## src/pdm_pkg.sv

```systemverilog
package pdm_pkg;

  localparam int CH_W       = 2;
  localparam int TS_W       = 16;
  localparam int DUTY_W     = 14;
  localparam int DIVIDEND_W = 30;
  localparam int DIVISOR_W  = 16;
  localparam int QCNT_W     = 4;
  localparam int IN_TDATA_W  = 24;
  localparam int OUT_TDATA_W = 16;

  localparam logic [DUTY_W-1:0] DUTY_SCALE = 14'd10000;

  typedef enum logic {
    EDGE_FALL = 1'b0,
    EDGE_RISE = 1'b1
  } edge_kind_t;

  typedef struct packed {
    edge_kind_t            kind;
    logic [CH_W-1:0]       channel;
    logic [TS_W-1:0]       timestamp;
  } cmd_t;

  typedef struct packed {
    logic                  start;
    logic [DIVIDEND_W-1:0] dividend;
    logic [DIVISOR_W-1:0]  divisor;
  } div_req_t;

  typedef struct packed {
    logic                  busy;
    logic                  done;
    logic [DUTY_W-1:0]     quotient;
  } div_rsp_t;

  typedef enum logic [2:0] {
    BK_IDLE,
    BK_MUL,
    BK_DUTY_GO,
    BK_DUTY_WAIT,
    BK_AVG,
    BK_EMIT
  } back_state_t;

endpackage

```

## src/pwm_duty_meter_averaged_top.sv

```systemverilog
// Channel  Dir  Handshake            Payload
// in_      in   in_tvalid/in_tready  tdata: channel, timestamp; tuser: level
// out_     out  out_tvalid/out_tready tdata: result_channel, duty_average;
//                                     tuser: sample_taken
//
// A falling edge stays in BK_IDLE, a skipped rising edge goes to BK_EMIT; a stored
// one passes BK_MUL, BK_DUTY_GO, BK_DUTY_WAIT (the 14-step duty-ratio divider),
// BK_AVG (one reciprocal multiplication) and BK_EMIT. Reset is synchronous, active
// low and clears all channel registers; the ring memory needs no clearing pass, as
// stale entries count only after a wrap. A two-entry queue decouples input from
// the back end; the output register lets it keep filling while a result waits.
module pwm_duty_meter_averaged_top #(
  parameter int CHANNELS   = 4,
  parameter int AVG_POINTS = 8
) (
  input  logic                             clk,
  input  logic                             rst_n,
  input  logic                             in_tvalid,
  output logic                             in_tready,
  // [1:0] channel, [17:2] timestamp, [23:18] zero
  input  logic [pdm_pkg::IN_TDATA_W-1:0]   in_tdata,
  // [0] level
  input  logic                             in_tuser,
  output logic                             out_tvalid,
  input  logic                             out_tready,
  // [1:0] result_channel, [15:2] duty_average
  output logic [pdm_pkg::OUT_TDATA_W-1:0]  out_tdata,
  // [0] sample_taken
  output logic                             out_tuser
);

  logic              cmd_valid;
  pdm_pkg::cmd_t     cmd;
  logic              cmd_pop;
  pdm_pkg::div_req_t div_req;
  pdm_pkg::div_rsp_t div_rsp;

  pdm_front #(
    .CHANNELS(CHANNELS)
  ) u_front (
    .clk       (clk),
    .rst_n     (rst_n),
    .in_tvalid (in_tvalid),
    .in_tready (in_tready),
    .in_tdata  (in_tdata),
    .in_tuser  (in_tuser),
    .cmd_valid (cmd_valid),
    .cmd       (cmd),
    .cmd_pop   (cmd_pop)
  );

  pdm_div u_div (
    .clk   (clk),
    .rst_n (rst_n),
    .req   (div_req),
    .rsp   (div_rsp)
  );

  pdm_back #(
    .CHANNELS   (CHANNELS),
    .AVG_POINTS (AVG_POINTS)
  ) u_back (
    .clk        (clk),
    .rst_n      (rst_n),
    .cmd_valid  (cmd_valid),
    .cmd        (cmd),
    .cmd_pop    (cmd_pop),
    .div_req    (div_req),
    .div_rsp    (div_rsp),
    .out_tvalid (out_tvalid),
    .out_tready (out_tready),
    .out_tdata  (out_tdata),
    .out_tuser  (out_tuser)
  );

  a_div_start_idle: assert property (@(posedge clk) disable iff (!rst_n)
    div_req.start |-> !div_rsp.busy)
    else $error("divider started while busy");

  a_full_has_cmd: assert property (@(posedge clk) disable iff (!rst_n)
    !in_tready |-> cmd_valid)
    else $error("input stalled with an empty queue");

  a_done_pulse: assert property (@(posedge clk) disable iff (!rst_n)
    div_rsp.done |=> !div_rsp.done)
    else $error("divider done held for more than one cycle");

endmodule

```

## src/pdm_front.sv

```systemverilog
module pdm_front #(
  parameter int CHANNELS = 4
) (
  input  logic                             clk,
  input  logic                             rst_n,
  input  logic                             in_tvalid,
  output logic                             in_tready,
  input  logic [pdm_pkg::IN_TDATA_W-1:0]   in_tdata,
  input  logic                             in_tuser,
  output logic                             cmd_valid,
  output pdm_pkg::cmd_t                    cmd,
  input  logic                             cmd_pop
);

  pdm_pkg::cmd_t q_r [2];
  logic          wr_ptr_r;
  logic          rd_ptr_r;
  logic [1:0]    count_r;
  logic          in_range;
  logic          push;
  logic          pop;
  pdm_pkg::cmd_t entry;

  assign in_range  = {30'd0, in_tdata[1:0]} < 32'(CHANNELS);
  assign in_tready = (count_r != 2'd2);
  assign push      = in_tvalid && in_tready && in_range;
  assign cmd_valid = (count_r != 2'd0);
  assign pop       = cmd_pop && cmd_valid;
  assign cmd       = q_r[rd_ptr_r];

  always_comb begin
    entry.kind      = pdm_pkg::edge_kind_t'(in_tuser);
    entry.channel   = in_tdata[pdm_pkg::CH_W-1:0];
    entry.timestamp = in_tdata[pdm_pkg::CH_W+pdm_pkg::TS_W-1:pdm_pkg::CH_W];
  end

  always_ff @(posedge clk) begin
    if (!rst_n) begin
      wr_ptr_r <= 1'b0;
      rd_ptr_r <= 1'b0;
      count_r  <= 2'd0;
    end else begin
      if (push) begin
        wr_ptr_r <= ~wr_ptr_r;
      end
      if (pop) begin
        rd_ptr_r <= ~rd_ptr_r;
      end
      count_r <= 2'(count_r + {1'b0, push} - {1'b0, pop});
    end
  end

  always_ff @(posedge clk) begin
    if (push) begin
      q_r[wr_ptr_r] <= entry;
    end
  end

endmodule

```

## src/pdm_div.sv

```systemverilog
module pdm_div (
  input  logic              clk,
  input  logic              rst_n,
  input  pdm_pkg::div_req_t req,
  output pdm_pkg::div_rsp_t rsp
);

  logic [pdm_pkg::DIVISOR_W-1:0] rem_r;
  logic [pdm_pkg::DIVISOR_W-1:0] divisor_r;
  logic [pdm_pkg::DUTY_W-1:0]    low_r;
  logic [pdm_pkg::DUTY_W-1:0]    q_r;
  logic [pdm_pkg::QCNT_W-1:0]    cnt_r;
  logic                          busy_r;
  logic                          done_r;
  logic [pdm_pkg::DIVISOR_W:0]   trial;
  logic [pdm_pkg::DIVISOR_W:0]   diff;
  logic                          qbit;

  assign trial = {rem_r, low_r[pdm_pkg::DUTY_W-1]};
  assign diff  = trial - {1'b0, divisor_r};
  assign qbit  = (trial >= {1'b0, divisor_r});

  assign rsp.busy     = busy_r;
  assign rsp.done     = done_r;
  assign rsp.quotient = q_r;

  always_ff @(posedge clk) begin
    if (!rst_n) begin
      busy_r <= 1'b0;
      done_r <= 1'b0;
      cnt_r  <= '0;
    end else begin
      done_r <= 1'b0;
      if (req.start && !busy_r) begin
        busy_r <= 1'b1;
        cnt_r  <= pdm_pkg::QCNT_W'(pdm_pkg::DUTY_W - 1);
      end else if (busy_r) begin
        if (cnt_r == '0) begin
          busy_r <= 1'b0;
          done_r <= 1'b1;
        end else begin
          cnt_r <= cnt_r - 1'b1;
        end
      end
    end
  end

  always_ff @(posedge clk) begin
    if (req.start && !busy_r) begin
      rem_r     <= req.dividend[pdm_pkg::DIVIDEND_W-1:pdm_pkg::DUTY_W];
      low_r     <= req.dividend[pdm_pkg::DUTY_W-1:0];
      divisor_r <= req.divisor;
      q_r       <= '0;
    end else if (busy_r) begin
      rem_r <= qbit ? diff[pdm_pkg::DIVISOR_W-1:0] : trial[pdm_pkg::DIVISOR_W-1:0];
      low_r <= {low_r[pdm_pkg::DUTY_W-2:0], 1'b0};
      q_r   <= {q_r[pdm_pkg::DUTY_W-2:0], qbit};
    end
  end

endmodule

```

## src/pdm_back.sv

```systemverilog
module pdm_back #(
  parameter int CHANNELS   = 4,
  parameter int AVG_POINTS = 8
) (
  input  logic                             clk,
  input  logic                             rst_n,
  input  logic                             cmd_valid,
  input  pdm_pkg::cmd_t                    cmd,
  output logic                             cmd_pop,
  output pdm_pkg::div_req_t                div_req,
  input  pdm_pkg::div_rsp_t                div_rsp,
  output logic                             out_tvalid,
  input  logic                             out_tready,
  output logic [pdm_pkg::OUT_TDATA_W-1:0]  out_tdata,
  output logic                             out_tuser
);

  localparam int CW    = (CHANNELS > 1) ? $clog2(CHANNELS) : 1;
  localparam int PW    = (AVG_POINTS > 1) ? $clog2(AVG_POINTS) : 1;
  localparam int DEPTH = CHANNELS * AVG_POINTS;
  localparam int AW    = (DEPTH > 1) ? $clog2(DEPTH) : 1;
  localparam int SUM_W = pdm_pkg::DUTY_W + $clog2(AVG_POINTS + 1);

  // The ring average is the running sum times a rounded-up reciprocal of
  // AVG_POINTS, shifted down; the shift leaves the quotient exact for every sum.
  localparam int AVG_SH  = SUM_W + PW;
  localparam int RECIP_W = AVG_SH + 1;
  localparam int PROD_W  = SUM_W + RECIP_W;
  localparam logic [RECIP_W-1:0] AVG_RECIP =
    RECIP_W'(((64'd1 << AVG_SH) + 64'(AVG_POINTS) - 64'd1) / 64'(AVG_POINTS));

  pdm_pkg::back_state_t state_r, state_nxt;

  logic [pdm_pkg::TS_W-1:0]   period_start_r [CHANNELS];
  logic [pdm_pkg::TS_W-1:0]   low_start_r    [CHANNELS];
  logic [PW-1:0]              ring_pos_r     [CHANNELS];
  logic [SUM_W-1:0]           sum_r          [CHANNELS];
  logic [pdm_pkg::DUTY_W-1:0] avg_r          [CHANNELS];
  logic [CHANNELS-1:0]        wrapped_r;

  logic [pdm_pkg::DUTY_W-1:0] ring_mem [DEPTH];
  logic [pdm_pkg::DUTY_W-1:0] mem_q_r;

  logic [pdm_pkg::CH_W-1:0]       ch_r;
  logic [CW-1:0]                  cidx_r;
  logic [pdm_pkg::TS_W-1:0]       now_r;
  logic [pdm_pkg::TS_W-1:0]       high_r;
  logic [pdm_pkg::TS_W-1:0]       period_r;
  logic                           take_r;
  logic [AW-1:0]                  addr_r;
  logic [pdm_pkg::DIVIDEND_W-1:0] prod_r;
  logic [pdm_pkg::DUTY_W-1:0]     old_r;

  logic                           out_valid_r;
  logic [pdm_pkg::CH_W-1:0]       out_ch_r;
  logic [pdm_pkg::DUTY_W-1:0]     out_avg_r;
  logic                           out_taken_r;

  logic [CW-1:0]              cidx;
  logic [pdm_pkg::TS_W-1:0]   start_ts;
  logic [pdm_pkg::TS_W-1:0]   fall_ts;
  logic                       take;
  logic [AW-1:0]              rd_addr;
  logic [pdm_pkg::DUTY_W-1:0] duty_sat;
  logic [SUM_W-1:0]           sum_new;
  logic [PROD_W-1:0]          avg_prod;
  logic [PW-1:0]              pos_cur;
  logic                       pos_last;
  logic [PW-1:0]              pos_next;
  logic                       rise_pop;
  logic                       fall_pop;
  logic                       duty_done;
  logic                       avg_done;
  logic                       out_load;

  assign cidx     = CW'(cmd.channel);
  assign start_ts = period_start_r[cidx];
  assign fall_ts  = low_start_r[cidx];
  assign take     = (start_ts <= fall_ts) && (fall_ts <= cmd.timestamp) &&
                    (cmd.timestamp != start_ts);
  assign rd_addr  = AW'(32'(cidx) * AVG_POINTS + 32'(ring_pos_r[cidx]));

  assign duty_sat = (div_rsp.quotient > pdm_pkg::DUTY_SCALE) ? pdm_pkg::DUTY_SCALE
                                                              : div_rsp.quotient;
  assign sum_new  = sum_r[cidx_r] + SUM_W'(duty_sat) - SUM_W'(old_r);
  assign avg_prod = PROD_W'(sum_r[cidx_r]) * PROD_W'(AVG_RECIP);
  assign pos_cur  = ring_pos_r[cidx_r];
  assign pos_last = (32'(pos_cur) == AVG_POINTS - 1);
  assign pos_next = pos_last ? '0 : PW'(32'(pos_cur) + 1);

  assign rise_pop  = cmd_pop && (cmd.kind == pdm_pkg::EDGE_RISE);
  assign fall_pop  = cmd_pop && (cmd.kind == pdm_pkg::EDGE_FALL);
  assign duty_done = (state_r == pdm_pkg::BK_DUTY_WAIT) && div_rsp.done;
  assign avg_done  = (state_r == pdm_pkg::BK_AVG);

  always_ff @(posedge clk) begin
    if (!rst_n) begin
      state_r <= pdm_pkg::BK_IDLE;
    end else begin
      state_r <= state_nxt;
    end
  end

  always_comb begin
    state_nxt        = state_r;
    cmd_pop          = 1'b0;
    out_load         = 1'b0;
    div_req.start    = 1'b0;
    div_req.dividend = prod_r;
    div_req.divisor  = period_r;
    unique case (state_r)
      pdm_pkg::BK_IDLE: begin
        if (cmd_valid) begin
          cmd_pop = 1'b1;
          if (cmd.kind == pdm_pkg::EDGE_RISE) begin
            state_nxt = take ? pdm_pkg::BK_MUL : pdm_pkg::BK_EMIT;
          end
        end
      end
      pdm_pkg::BK_MUL: begin
        state_nxt = pdm_pkg::BK_DUTY_GO;
      end
      pdm_pkg::BK_DUTY_GO: begin
        div_req.start = 1'b1;
        state_nxt     = pdm_pkg::BK_DUTY_WAIT;
      end
      pdm_pkg::BK_DUTY_WAIT: begin
        if (div_rsp.done) begin
          state_nxt = pdm_pkg::BK_AVG;
        end
      end
      pdm_pkg::BK_AVG: begin
        state_nxt = pdm_pkg::BK_EMIT;
      end
      pdm_pkg::BK_EMIT: begin
        if (!out_valid_r || out_tready) begin
          out_load  = 1'b1;
          state_nxt = pdm_pkg::BK_IDLE;
        end
      end
      default: begin
        state_nxt = pdm_pkg::BK_IDLE;
      end
    endcase
  end

  always_ff @(posedge clk) begin
    if (!rst_n) begin
      for (int c = 0; c < CHANNELS; c++) begin
        period_start_r[c] <= '0;
        low_start_r[c]    <= '0;
        ring_pos_r[c]     <= '0;
        sum_r[c]          <= '0;
        avg_r[c]          <= '0;
      end
      wrapped_r   <= '0;
      out_valid_r <= 1'b0;
    end else begin
      if (fall_pop) begin
        low_start_r[cidx] <= cmd.timestamp;
      end
      if (duty_done) begin
        sum_r[cidx_r]          <= sum_new;
        ring_pos_r[cidx_r]     <= pos_next;
        period_start_r[cidx_r] <= now_r;
        if (pos_last) begin
          wrapped_r[cidx_r] <= 1'b1;
        end
      end
      if (avg_done) begin
        avg_r[cidx_r] <= avg_prod[AVG_SH +: pdm_pkg::DUTY_W];
      end
      if (out_load) begin
        out_valid_r <= 1'b1;
      end else if (out_tready) begin
        out_valid_r <= 1'b0;
      end
    end
  end

  always_ff @(posedge clk) begin
    if (rise_pop) begin
      ch_r     <= cmd.channel;
      cidx_r   <= cidx;
      now_r    <= cmd.timestamp;
      high_r   <= fall_ts - start_ts;
      period_r <= cmd.timestamp - start_ts;
      take_r   <= take;
      addr_r   <= rd_addr;
    end
    if (state_r == pdm_pkg::BK_MUL) begin
      prod_r <= {14'd0, high_r} * {16'd0, pdm_pkg::DUTY_SCALE};
      old_r  <= wrapped_r[cidx_r] ? mem_q_r : '0;
    end
    if (out_load) begin
      out_ch_r    <= ch_r;
      out_avg_r   <= avg_r[cidx_r];
      out_taken_r <= take_r;
    end
  end

  always_ff @(posedge clk) begin
    if (duty_done) begin
      ring_mem[addr_r] <= duty_sat;
    end
    mem_q_r <= ring_mem[rd_addr];
  end

  assign out_tvalid = out_valid_r;
  assign out_tdata  = {out_avg_r, out_ch_r};
  assign out_tuser  = out_taken_r;

endmodule

```

## config.mk

```make
export PLATFORM = sky130hd
export DESIGN_NAME = pwm_duty_meter_averaged_top
export DESIGN_NICKNAME = d
export VERILOG_FILES = /design/src/pdm_pkg.sv /design/src/pwm_duty_meter_averaged_top.sv /design/src/pdm_front.sv /design/src/pdm_div.sv /design/src/pdm_back.sv
export SDC_FILE = /design/constraint.sdc
export NUM_CORES = 2
export LEC_CHECK = 0
export BUFFER_PORTS_ARGS = -buffer_cell sky130_fd_sc_hd__buf_2
export CAP_MARGIN = 20
export CORE_MARGIN = 3
export CORE_UTILIZATION = 30
export CTS_CLUSTER_DIAMETER = 50
export CTS_CLUSTER_SIZE = 20
export DETAILED_ROUTE_END_ITERATION = 8
export HOLD_SLACK_MARGIN = 0.12
export PLACE_DENSITY_LB_ADDON = 0.08
export SLEW_MARGIN = 10
export SYNTH_ARGS = -nofsm -noshare
export SYNTH_HDL_FRONTEND = slang
export SYNTH_SLANG_ARGS = --single-unit
```

## constraint.sdc

```tcl
create_clock -name clk -period 5.5 [get_ports clk]
set_clock_uncertainty 0.15 [all_clocks]
set_input_delay 0.55 -clock clk [delete_from_list [all_inputs] [get_ports clk]]
set_output_delay 0.55 -clock clk [all_outputs]
set_load 0.005 [all_outputs]
```

==> key figures <==
Cells and area
  – Layout cells sized above 1: 0.145
  – Cell Count, Final, Fillers Out: 5428
  – Seq. cell area: 0.0281 mm2
  – Layout fillers: 13996
  – Nets: 3653
  – Multi-input logic area: 0.0139 mm2
  – Layout area overhead: 17.0%

Yosys
  – Distinct cells, synth: 72
  – Syn Inst Count: 3276
  – Most frequent cell after synthesis: edfxtp_1
  – Compound-gate portion of the synthesized area: 0.0758
  – Post-Synth Adder-Cell Area: 0.0684
  – Synthesized net count: 3512
  – Combinational family with the most area after synthesis: simple AND/OR/NAND/NOR gates
  – Mapped Area: 0.0436 mm2
  – Sequential-to-total area share from yosys stat: 0.644
  – Async set-reset flop share out of synthesis: 0
  – List of most frequent post-synthesis cells: edfxtp_1 (903), nand2_1 (366), nor2_1 (283)
  – Synth Area in Simple Gates: 0.112
  – Top cells by area, synth: edfxtp_1 (62%), ha_1 (4.4%), mux4_2 (3.6%), nand2_1 (3.2%), nor2_1 (2.4%)
  – Cell taking the most area after synthesis: edfxtp_1
  – Most frequently used flop master after synthesis: edfxtp_1
  – Yosys Warn Count: 0
  – Seq cells post-synth: 952
  – Post-synth EDFFs: 903
  – Post-Synth XOR/XNOR Area: 0.0133
  – Mean Syn Cell Area: 13.3 um2
  – Post-synth top area share: 0.622
  – Post-synthesis mux area share: 0.0471

Route
  – Avg WL per Cell: 22.2 um
  – Vias: 26363
  – TritonRoute pass-1 iters: 6
  – Drt drc: 0
  – Antenna viol nets, final: 0
  – DR iter-0 viols: 1774
  – Routed WL: 121 mm
  – Vias per inst: 4.86

Placed design
  – PortBufs: 41
  – Routability cong.: 0.788
  – DP HPWL: 78.5 mm
  – Placed cells: 5175

STA
  – Final setup viols: 0
  – RSZ-0062 raised after global routing: no
  – Count of pins over their slew limit: 0
  – Fmax: 193 MHz
  – Worst slew pin tran: 1.07 ns
  – Final period utilization: 0.944
  – Final Critical Period: 5.19 ns
  – Setup TNS: 0 ns
  – Normalized max-slew margin: 0.287
  – Final hold vios: 0

Global route
  – Most used routing layer: met2
  – GRT Total Usage: 0.159
  – Initial antenna violation count: 2
  – Grt ovf: 0
  – Vias in the first global route: 26876
  – Grt met1 use: 0.219
  – Met2 global-route usage: 0.258
  – Global-route wire length before repair: 178 mm
  – Met3 Use GR: 0.0273
  – Largest net degree at the start of global routing: 127

CTS
  – Total clock buffers created by CTS: 121
  – Longest Clk Path Bufs: 3
  – CTS tree: yes
  – Worst skew pair latency: 0.73 ns
  – Sink Count: 952
  – Clock H-tree levels: 3
  – Post-CTS Repair Setup Buffers: 0
  – Clock transition at the registers of the reported paths: 0.06 ns
  – Clk root buf: clkbuf_16

Die
  – Initial core utilization: 0.303
  – Core footprint: 0.144 mm2
  – I/O pin total: 48
  – Die Span Y: 387 um
  – Die area: 0.150 mm2
  – Die Wd: 387 um
  – # rows: 139

Critical path
  – Reg2Reg Depth: 17
  – Crit path buffers/inverters: 4
  – CP Max Fanout: 4
  – R2R setup slack: 0.31 ns
  – Arrival time at the worst endpoint: 5.50 ns
  – CP dominant cell by count: inv_1
  – WP data required: 5.81 ns
  – Reg2reg start: u_back.high_r[6]$_DFFE_PP_
  – Startpoint types: register
  – Family with the most delay on the worst path: adder cells
  – Critical path class: register to register
  – CP max stage delay: 0.55 ns
  – Slowest cell on crit path: fa_1
  – Worst path cell trace: inv_1 -> fa_1 -> inv_1 -> ha_1 -> fa_1 -> ha_1 -> inv_1 -> fa_1 -> inv_1 -> ha_1 -> a2111o_1 -> o21ai_0 -> o311ai_1 -> a2111oi_1 -> o21bai_1 -> a21oi_1 -> xnor2_1
  – Setup crit end kind: register
  – Reg2reg end: u_back.prod_r[27]$_DFFE_PP_

Worst hold path
  – Hold WC Path Type: register to register
  – Hold EP: u_div.divisor_r[11]$_DFFE_PP_
  – Hold Path Stages: 0
  – Worst hold path startpoint: u_back.period_r[11]$_DFFE_PP_

Outcome
  – Run status: complete, no violations

Power
  – Power per Cell Area: 643 mW/mm2
  – Leak pwr: 18.9 nW
  – Total power: 0.0328 W
  – VDD IR max: 0.766 mV

Job
  – Max_cap viols: 0
-- worst max-delay path by stage --
stage                          startpoint  depth (start not counted)                          end
5_1_grt        u_back.high_r[6]$_DFFE_PP_                         17  u_back.prod_r[27]$_DFFE_PP_
4_1_cts        u_back.high_r[4]$_DFFE_PP_                         17  u_back.prod_r[26]$_DFFE_PP_
3_3_place_gp   u_back.high_r[6]$_DFFE_PP_                         17  u_back.prod_r[27]$_DFFE_PP_
2_1_floorplan  u_back.high_r[6]$_DFFE_PP_                         17  u_back.prod_r[27]$_DFFE_PP_
3_5_place_dp   u_back.high_r[6]$_DFFE_PP_                         17  u_back.prod_r[27]$_DFFE_PP_
6_report       u_back.high_r[6]$_DFFE_PP_                         17  u_back.prod_r[27]$_DFFE_PP_
-- state kept, by name (all words and copies together), names as in the netlist, 14 cells and up, named ones only --
register / cells
u_back.avg_r: 56
u_div.divisor_r: 16
u_div.q_r: 14
u_back.period_r: 16
u_back.old_r: 14
u_back.period_start_r: 64
u_back.mem_q_r: 14
u_back.prod_r: 26
u_back.sum_r: 68
u_back.high_r: 16
u_back.out_avg_r: 14
u_back.now_r: 16
u_front.q_r: 38
u_div.rem_r: 16
u_back.low_start_r: 64
u_back.ring_mem: 448
-- worst reg2reg max path, stage by stage, from the launching register on --
cell and delay, ns:
edfxtp_1 0.42, inv_1 0.14, fa_1 0.55, inv_1 0.04
ha_1 0.28, fa_1 0.43, ha_1 0.28, inv_1 0.05
fa_1 0.47, inv_1 0.04, ha_1 0.33, a2111o_1 0.44
o21ai_0 0.28, o311ai_1 0.20, a2111oi_1 0.43, o21bai_1 0.13
a21oi_1 0.18, xnor2_1 0.09
-- per-layer routing --
| metal | wire, um | up-vias |
|---|---|---|
| met5 | 0 | - |
| met3 | 5410 | 171 |
| met1 | 55900 | 13354 |
| met4 | 2690 | 0 |
| li1 | - | 12329 |
| met2 | 56500 | 509 |
-- stage by stage --
| step | hold slack (ns) | setup slack, ns | util | instance area [um2] |
|---|---|---|---|---|
| 2_1_floorplan | 0.250 | 0.538 | - | 43600 |
| 3_3_place_gp | 0.262 | 0.209 | 0.323 | 46500 |
| 3_5_place_dp | 0.262 | 0.182 | 0.323 | 46500 |
| 4_1_cts | 0.257 | 0.165 | 0.354 | 51000 |
| 5_1_grt | 0.279 | 0.0331 | 0.354 | 51000 |
| 6_report | 0.275 | 0.307 | 0.354 | 51000 |
-- layout by cell type, fill, tap and decap left out, types with 11 or more instances in the layout --
cell and count:
and2_1 37, xnor2_1 51, a32oi_1 14, a21o_1 23, a21oi_1 80, a211oi_1 67, bufinv_16 14, a31oi_1 96
edfxtp_1 903, nor3_1 18, clkbuf_16 121, ha_1 155, and3_1 71, clkinv_4 20, nand2b_1 16, mux4_2 68
a22oi_1 43, nand4_1 38, a22o_1 12, buf_4 103, o21ai_0 46, dfxtp_1 49, a211oi_2 20, o21a_1 15
nand3_1 48, or3_1 13, nor3_2 16, inv_6 18, dlygate4sd3_1 21, inv_1 251, nor2b_1 104, fa_1 52
nand2_1 363, nor2_1 278, xor2_1 15, clkinvlp_4 11, buf_2 41, clkinv_2 17, mux2i_1 43
-- final cells by class --
class | count | area share
antenna | 1 | 0.0000491
clock buffer | 131 | 0.0607
clock inverter | 99 | 0.0227
inverter | 256 | 0.0190
multi-input combinational | 1912 | 0.273
sequential | 952 | 0.551
tap | 1903 | 0.0467
timing repair buffer | 174 | 0.0270
-- power breakdown --
group / switching [W] / internal, W
Combinational: 0.00886 / 0.00595
Clock: 0.00341 / 0.00484
Sequential: 0.000338 / 0.00940
Total: 0.0126 / 0.0202
-- timing repair --
item | 4_1_cts | 5_1_grt
resized for setup | 0 | 3
hold buffers | 21 | 0
endpoints found under the hold margin | 40 | 0
setup endpoints to repair | 0 | 4
-- kinds of logic after synthesis --
| logic type | count (synthesis) |
|---|---|
| and+or+nand+nor | 1049 |
| muxes | 116 |
| AOI/OAI and AO/OA | 474 |
| xor gates and xnor gates | 66 |
| buffers and inverters | 412 |
| adders and majority gates | 207 |
| DFF | 952 |
Power figures use the tool's default switching activity.
